===== config.mk =====
export PLATFORM = sky130hd
export DESIGN_NAME = vfv_addr
export DESIGN_NICKNAME = d
export VERILOG_FILES = /design/src/hdl/voxel_face_visibility_assert.svh /design/src/hdl/vfv_pkg.sv /design/src/hdl/vfv_addr.sv
export SDC_FILE = /design/constraint.sdc
export NUM_CORES = 1
export LEC_CHECK = 0
export ABC_AREA = 1
export BUFFER_PORTS_ARGS = -buffer_cell sky130_fd_sc_hd__buf_2
export CORE_UTILIZATION = 57
export DETAILED_ROUTE_END_ITERATION = 6
export PLACE_DENSITY = 0.95
export SLEW_MARGIN = 15
export SYNTH_ARGS = -nofsm -noshare
export SYNTH_HDL_FRONTEND = slang
export SYNTH_SLANG_ARGS = --single-unit

===== constraint.sdc =====
create_clock -name vclk -period 8.5
set_input_delay 1.7 -clock vclk [all_inputs]
set_output_delay 1.7 -clock vclk [all_outputs]
set_load 0.01 [all_outputs]

===== src/hdl/voxel_face_visibility_assert.svh =====
`ifndef VOXEL_FACE_VISIBILITY_ASSERT_SVH
`define VOXEL_FACE_VISIBILITY_ASSERT_SVH

// same-cycle implication, sampled on clk, off while rst_n is low
`define VFV_ASSERT_IMP(name, ante, cons) \
    name: assert property (@(posedge clk) disable iff (!rst_n) (ante) |-> (cons)) \
        else $error("voxel_face_visibility check failed");

// next-cycle implication, sampled on clk, off while rst_n is low
`define VFV_ASSERT_NXT(name, ante, cons) \
    name: assert property (@(posedge clk) disable iff (!rst_n) (ante) |=> (cons)) \
        else $error("voxel_face_visibility check failed");

`endif


===== src/hdl/vfv_pkg.sv =====
package vfv_pkg;

    localparam int EDGE_DEF = 16;

    localparam int CMD_W   = 2;
    localparam int SIDE_W  = 3;
    localparam int POS_W   = 4;
    localparam int KIND_W  = 8;
    localparam int MASK_W  = 6;
    localparam int CRD_W   = 6;
    localparam int NUM_SIDES = 6;

    typedef enum logic [CMD_W-1:0] {
        CMD_LOAD_CELL  = 2'd0,
        CMD_LOAD_PLANE = 2'd1,
        CMD_QUERY      = 2'd2,
        CMD_CLEAR      = 2'd3
    } cmd_t;

    typedef enum logic [1:0] {
        S_IDLE,
        S_QUERY,
        S_DONE
    } state_t;

    // what the address unit looks up
    typedef enum logic [1:0] {
        AK_CELL,
        AK_ADJ,
        AK_PLANE
    } addr_kind_t;

    typedef logic [CRD_W-1:0] crd_t;

endpackage


===== src/hdl/vfv_addr.sv =====
module vfv_addr
    import vfv_pkg::*;
#(
    parameter int EDGE = EDGE_DEF
)
(
    input  addr_kind_t                          kind,
    input  logic [SIDE_W-1:0]                   dir,
    input  crd_t                                x,
    input  crd_t                                y,
    input  crd_t                                z,
    output logic                                use_plane,
    output logic [$clog2(EDGE*EDGE*EDGE)-1:0]   chunk_addr,
    output logic [$clog2(6*EDGE*EDGE)-1:0]      plane_addr
);

    localparam int   CAW      = $clog2(EDGE*EDGE*EDGE);
    localparam int   PAW      = $clog2(6*EDGE*EDGE);
    localparam crd_t EDGE_MAX = CRD_W'(EDGE - 1);

    logic [1:0] axis;
    crd_t       c;
    logic       at_edge;
    logic       adj;
    crd_t       nx;
    crd_t       ny;
    crd_t       nz;
    crd_t       u;
    crd_t       v;
    crd_t       step_c;

    always_comb
    begin
        axis = dir[2:1];
        case (axis)
            2'd0:    c = x;
            2'd1:    c = y;
            default: c = z;
        endcase
        at_edge   = dir[0] ? (c == EDGE_MAX) : (c == '0);
        adj       = (kind == AK_ADJ);
        use_plane = (kind == AK_PLANE) || (adj && at_edge);
        step_c    = dir[0] ? CRD_W'(c + 1'b1) : CRD_W'(c - 1'b1);

        nx = (adj && axis == 2'd0) ? step_c : x;
        ny = (adj && axis == 2'd1) ? step_c : y;
        nz = (adj && axis == 2'd2) ? step_c : z;

        // in-plane coordinates
        case (axis)
            2'd0:
            begin
                u = y;
                v = z;
            end
            2'd1:
            begin
                u = x;
                v = z;
            end
            default:
            begin
                u = x;
                v = y;
            end
        endcase

        chunk_addr = CAW'(32'(nz) * 32'(EDGE*EDGE) + 32'(ny) * 32'(EDGE) + 32'(nx));
        plane_addr = PAW'(32'(dir) * 32'(EDGE*EDGE) + 32'(v) * 32'(EDGE) + 32'(u));
    end

endmodule


# Word-level counts from Yosys, hierarchy flattened

Index checks and enable logic that the tools add are counted.

Multiplexer cells: 8
Reductions and logical operators: 8
$add $sub $neg: 6
Eq/ne operators: 5

Operators with widths:

| operator            | number |
|---|---|
| $mux 6              | 5 |
| $add 12x10->12      | 1 |
| $add 12x6->12       | 1 |
| $pmux 6 s2          | 1 |
| $add 11x10->11      | 1 |
| $add 11x6->11       | 1 |
| $add 6x1->6 const B | 1 |
| $eq 6x4->1 const B  | 1 |
| $logic_not 6->1     | 1 |
| $sub 6x1->6 const B | 1 |
| $eq 2x1->1 const B  | 2 |
| $eq 2x2->1 const B  | 2 |
| $logic_and 1x1->1   | 4 |
| $mux 4              | 1 |
| $logic_not 2->1     | 1 |
| $reduce_or 2->1     | 1 |
| $logic_or 1x1->1    | 1 |
| $mux 1              | 1 |

Register bits: 0
Output and inout bits: 24
Logic and storage cells: 27
Input bits: 23

# Depth between registers and ports, before layout

Depth in word-level cells: 7
Gate-level depth with buffers: 23
Mapped depth without buffers: 22

# Worst setup path before layout

Ideal clock, no wire load.

Path kind: input port to output port
Start: in dir[2]
End: out chunk_addr[11]
Data arrival time: 4324 ps
Path buffers: 1
Setup slack: 2476 ps
Stages on the path: 22
Data required time: 6800 ps
Cell sequence: buf_6 > inv_4 > nand2_4 > o21ai_0 > inv_1 > ha_1 > a21oi_1 > o21ai_0 > nor2_1 > nand2_1 > nand2_1 > nand2_1 > nand2_1 > inv_2 > ha_1 > a21oi_1 > or2_4 > nor2_4 > nand3_2 > nand2_1 > nand2_1 > nand2_1

Word-level cells in the longest chain between the ends: 7
Elaborated cells between the ends (all ways): 15
Classes of those cells: add/sub: 4; eq/ne: 2; mux: 5; reduce/logical: 4

Ends and longest elaborated chain:

| item                                          | RTL line                                       | source |
|---|---|---|
| start, declared                               | vfv_addr.sv:8                                  | `input logic [SIDE_W-1:0] dir,` |
| $eq 2x1->1 or $logic_not 2->1 (tied branches) | vfv_addr.sv:35, vfv_addr.sv:46, vfv_addr.sv:45 |  |
| $pmux 6 s2                                    | vfv_addr.sv:35                                 | `case (axis)` |
| $sub 6x1->6 or $add 6x1->6 (tied branches)    | vfv_addr.sv:43                                 | `step_c = dir[0] ? CRD_W'(c + 1'b1) : CRD_W'(c - 1'b1);` |
| $mux 6                                        | vfv_addr.sv:43                                 |  |
| $mux 6 or $mux 4 (tied branches)              | vfv_addr.sv:46, vfv_addr.sv:47                 |  |
| $add 12x10->12                                | vfv_addr.sv:68                                 | `chunk_addr = CAW'(32'(nz) * 32'(EDGE*EDGE) + 32'(ny) * 32'(EDGE) + 32'(nx));` |
| $add 12x6->12 *                               | vfv_addr.sv:68                                 |  |
| end, declared                                 | vfv_addr.sv:13                                 | `output logic [$clog2(EDGE*EDGE*EDGE)-1:0] chunk_addr,` |

Every way passes the cells marked *; elsewhere a longest branch is shown, timed or not.

# Worst setup path in the final report

Same ends and word-level chain as after synthesis.

==> flow_summary.yaml <==
status:
  status: "completed"
routing:
  met3_wirelength_um: 180
  detail_route.first_pass.iterations: 4
  dr.first_iter.drc_count: 59
  totalWireLength_mm: 3.04
  via_count: 1453
  wirelength_met1_mm: 1.42
  detail_route.vias_per_cell: 5.21
  drc: 0
  routed_wire_per_std_cell_um: 10.9
  met2_wirelength_mm: 1.41
  highest_layer: "met4"
  ant_nets: 0
timing:
  fin_crit_sh_pct: 77.7
  grt_setup_unrepaired: "false"
  slew_viol_final: 0
  final_hold_viol_count: 0
  final-setup-viol-count: 0
  worst_slew_margin_rel_pct: 62.9
  max_freq_mhz: 151
  setup_total_negative_slack_ns: 0
  post-route-min-period_ns: 6.60
  max_slew.worst_pin.slew_ns: 0.555
layout:
  filler_cell_count: 190
  num-nets-final: 292
  area_of_all_sequential_standard_cells_sq_um: 0
  seq_cell_count: 0
  syn_to_final_growth_pct: 20.5
  clkbuf_count: 0
  final_core_util_pct: 73.9
  antennaDiodeCount: 0
  final_layout_size_suffix_gt1_share_pct: 25.8
floorplan:
  initial_utilization_pct: 61.4
  floorplan.die_area_sq_um: 2320
  row_count: 16
  io-pin-count: 47
  die_width_um: 48.2
  dieHeight_um: 48.2
  core_area_sq_um: 1980
global_route:
  antenna_found_initial: 0
  grt_pass1_vias: 1111
  grt.overflow.total: 0
  grtUsageTotal_pct: 27.5
  global_route_wire_length_before_repair_mm: 4.66
  maximum_number_of_pins_on_one_net_before_global_route_repair: 20
pwr:
  p_per_area_nw_per_um2: 74.3
  leakage_nw: 0.853
  peakVddDrop_mv: 0.0585
clocking:
  post-cts-setup-buffers: 0
  post_cts_resize_count: 0
  cts-hold-fix-buffers: 0
worst_setup_path:
  criticalPathCategory: "input pin to primary output"
  critPathLaunchType: "input pin"
  crit_arrival_ns: 4.90
  worst-endpoint-required_ns: 6.80
  cp_max_fo: 19
  end_kind: "primary output"
worst_hold_path:
  timing.hold.worst.class: "input pin to primary output"
  hold_depth: 3
logic_synthesis:
  synth_cell_type_count: 34
  yosysWarnings: 0
  synth_top_cells_by_area: "sky130_fd_sc_hd__nand2_1, sky130_fd_sc_hd__ha_1, sky130_fd_sc_hd__inv_1"
  netlist.top_cell.by_area: "sky130_fd_sc_hd__nand2_1"
  netlist_area_sq_um: 1220
  mean_post_synth_cell_area_sq_um: 5.85
  postSynthCellCount: 208
  dominant_cell_by_count_in_the_synthesized_netlist: "sky130_fd_sc_hd__nand2_1"
  syn_nets: 246
  synth_commonest_cells: "sky130_fd_sc_hd__nand2_1, sky130_fd_sc_hd__inv_1, sky130_fd_sc_hd__o21ai_0"
  sequential_to_total_area_share_from_yosys_stat_pct: 0
  post-synth-top-area-fraction_pct: 17.9
place:
  globalplace.congestion: 0.972
  detailedPlacementHpwl_mm: 2.67
  portBuffers: 47
job:
  maxCapViolations: 0
## area by class of cell
| cell class | instances | area [sq um] | area share [%] |
|---|---|---|---|
| tap | 27 | 33.8 | 2.31 |
| timing repair buffer | 47 | 235 | 16.1 |
| multi-input combinational | 163 | 1040 | 70.7 |
| inverter | 42 | 160 | 10.9 |
## per-stage QoR
stage                     instance area, sq um  setup slack (ns)  total power, mW  cells  hold WS [ns]
after global routing                      1470              1.51            0.124    279          3.72
after detailed placement                  1470              1.93            0.108    279          3.69
after CTS                                 1470              1.92            0.109    279          3.69
after global placement                    1470              2.03            0.107    279          3.67
final                                     1470              1.90            0.109    279          3.69
after floorplan                           1220              2.48           0.0748    208          3.49
## metal layers
layer / vias to the layer above / GRT usage, %
li1: 757 / -
met1: 634 / 38.9
met2: 58 / 48.3
met3: 4 / 0
met4: 0 / 3.33
met5: - / 0
## worst max-delay path, cell delays in order
cell and delay, ns:
sky130_fd_sc_hd__buf_2 0.20, sky130_fd_sc_hd__nor2_4 0.36, sky130_fd_sc_hd__a22oi_1 0.11, sky130_fd_sc_hd__o21ai_0 0.17, sky130_fd_sc_hd__inv_1 0.09, sky130_fd_sc_hd__ha_1 0.35, sky130_fd_sc_hd__a21oi_1 0.24, sky130_fd_sc_hd__o21ai_0 0.12
sky130_fd_sc_hd__nor2_1 0.14, sky130_fd_sc_hd__nand2_1 0.07, sky130_fd_sc_hd__nand2_1 0.09, sky130_fd_sc_hd__nand2_1 0.05, sky130_fd_sc_hd__nand2_1 0.14, sky130_fd_sc_hd__inv_2 0.04, sky130_fd_sc_hd__ha_1 0.26, sky130_fd_sc_hd__a21oi_1 0.06
sky130_fd_sc_hd__or2_4 0.27, sky130_fd_sc_hd__nor2_4 0.10, sky130_fd_sc_hd__nand3_2 0.09, sky130_fd_sc_hd__nand2_1 0.06, sky130_fd_sc_hd__nand2_1 0.05, sky130_fd_sc_hd__nand2_1 0.04, sky130_fd_sc_hd__buf_2 0.12
## logic make-up after synthesis
logic type	after synthesis	synth area share [%]
buffers and inverters	45	14.8
adders and majority gates	15	17.3
and+or+nand+nor	92	38.2
xor gates and xnor gates	11	7.92
AOI/OAI and AO/OA	45	21.8
## power breakdown
| part | total, mW | switching, mW | internal, mW |
|---|---|---|---|
| Sequential | 0 | 0 | 0 |
| Clock | 0 | 0 | 0 |
| Combinational | 0.109 | 0.0661 | 0.0428 |
## layout by cell type (no fill, tap or decap), types with 8 or more instances in the layout
cell	synthesis	routed
sky130_fd_sc_hd__a21oi_1	9	9
sky130_fd_sc_hd__nor2_1	8	8
sky130_fd_sc_hd__nand3_1	8	8
sky130_fd_sc_hd__inv_1	40	40
sky130_fd_sc_hd__nand2_1	58	58
sky130_fd_sc_hd__o21ai_0	25	25
sky130_fd_sc_hd__xor2_1	9	9
sky130_fd_sc_hd__ha_1	12	12
sky130_fd_sc_hd__buf_2	1	47
## worst paths after layout
check                 startpoint        endpoint  slack, ns
worst min-delay path     kind[0]       use_plane       3.69
worst max-delay path      dir[2]  chunk_addr[11]       1.90
(Power assumes the default switching activity.)
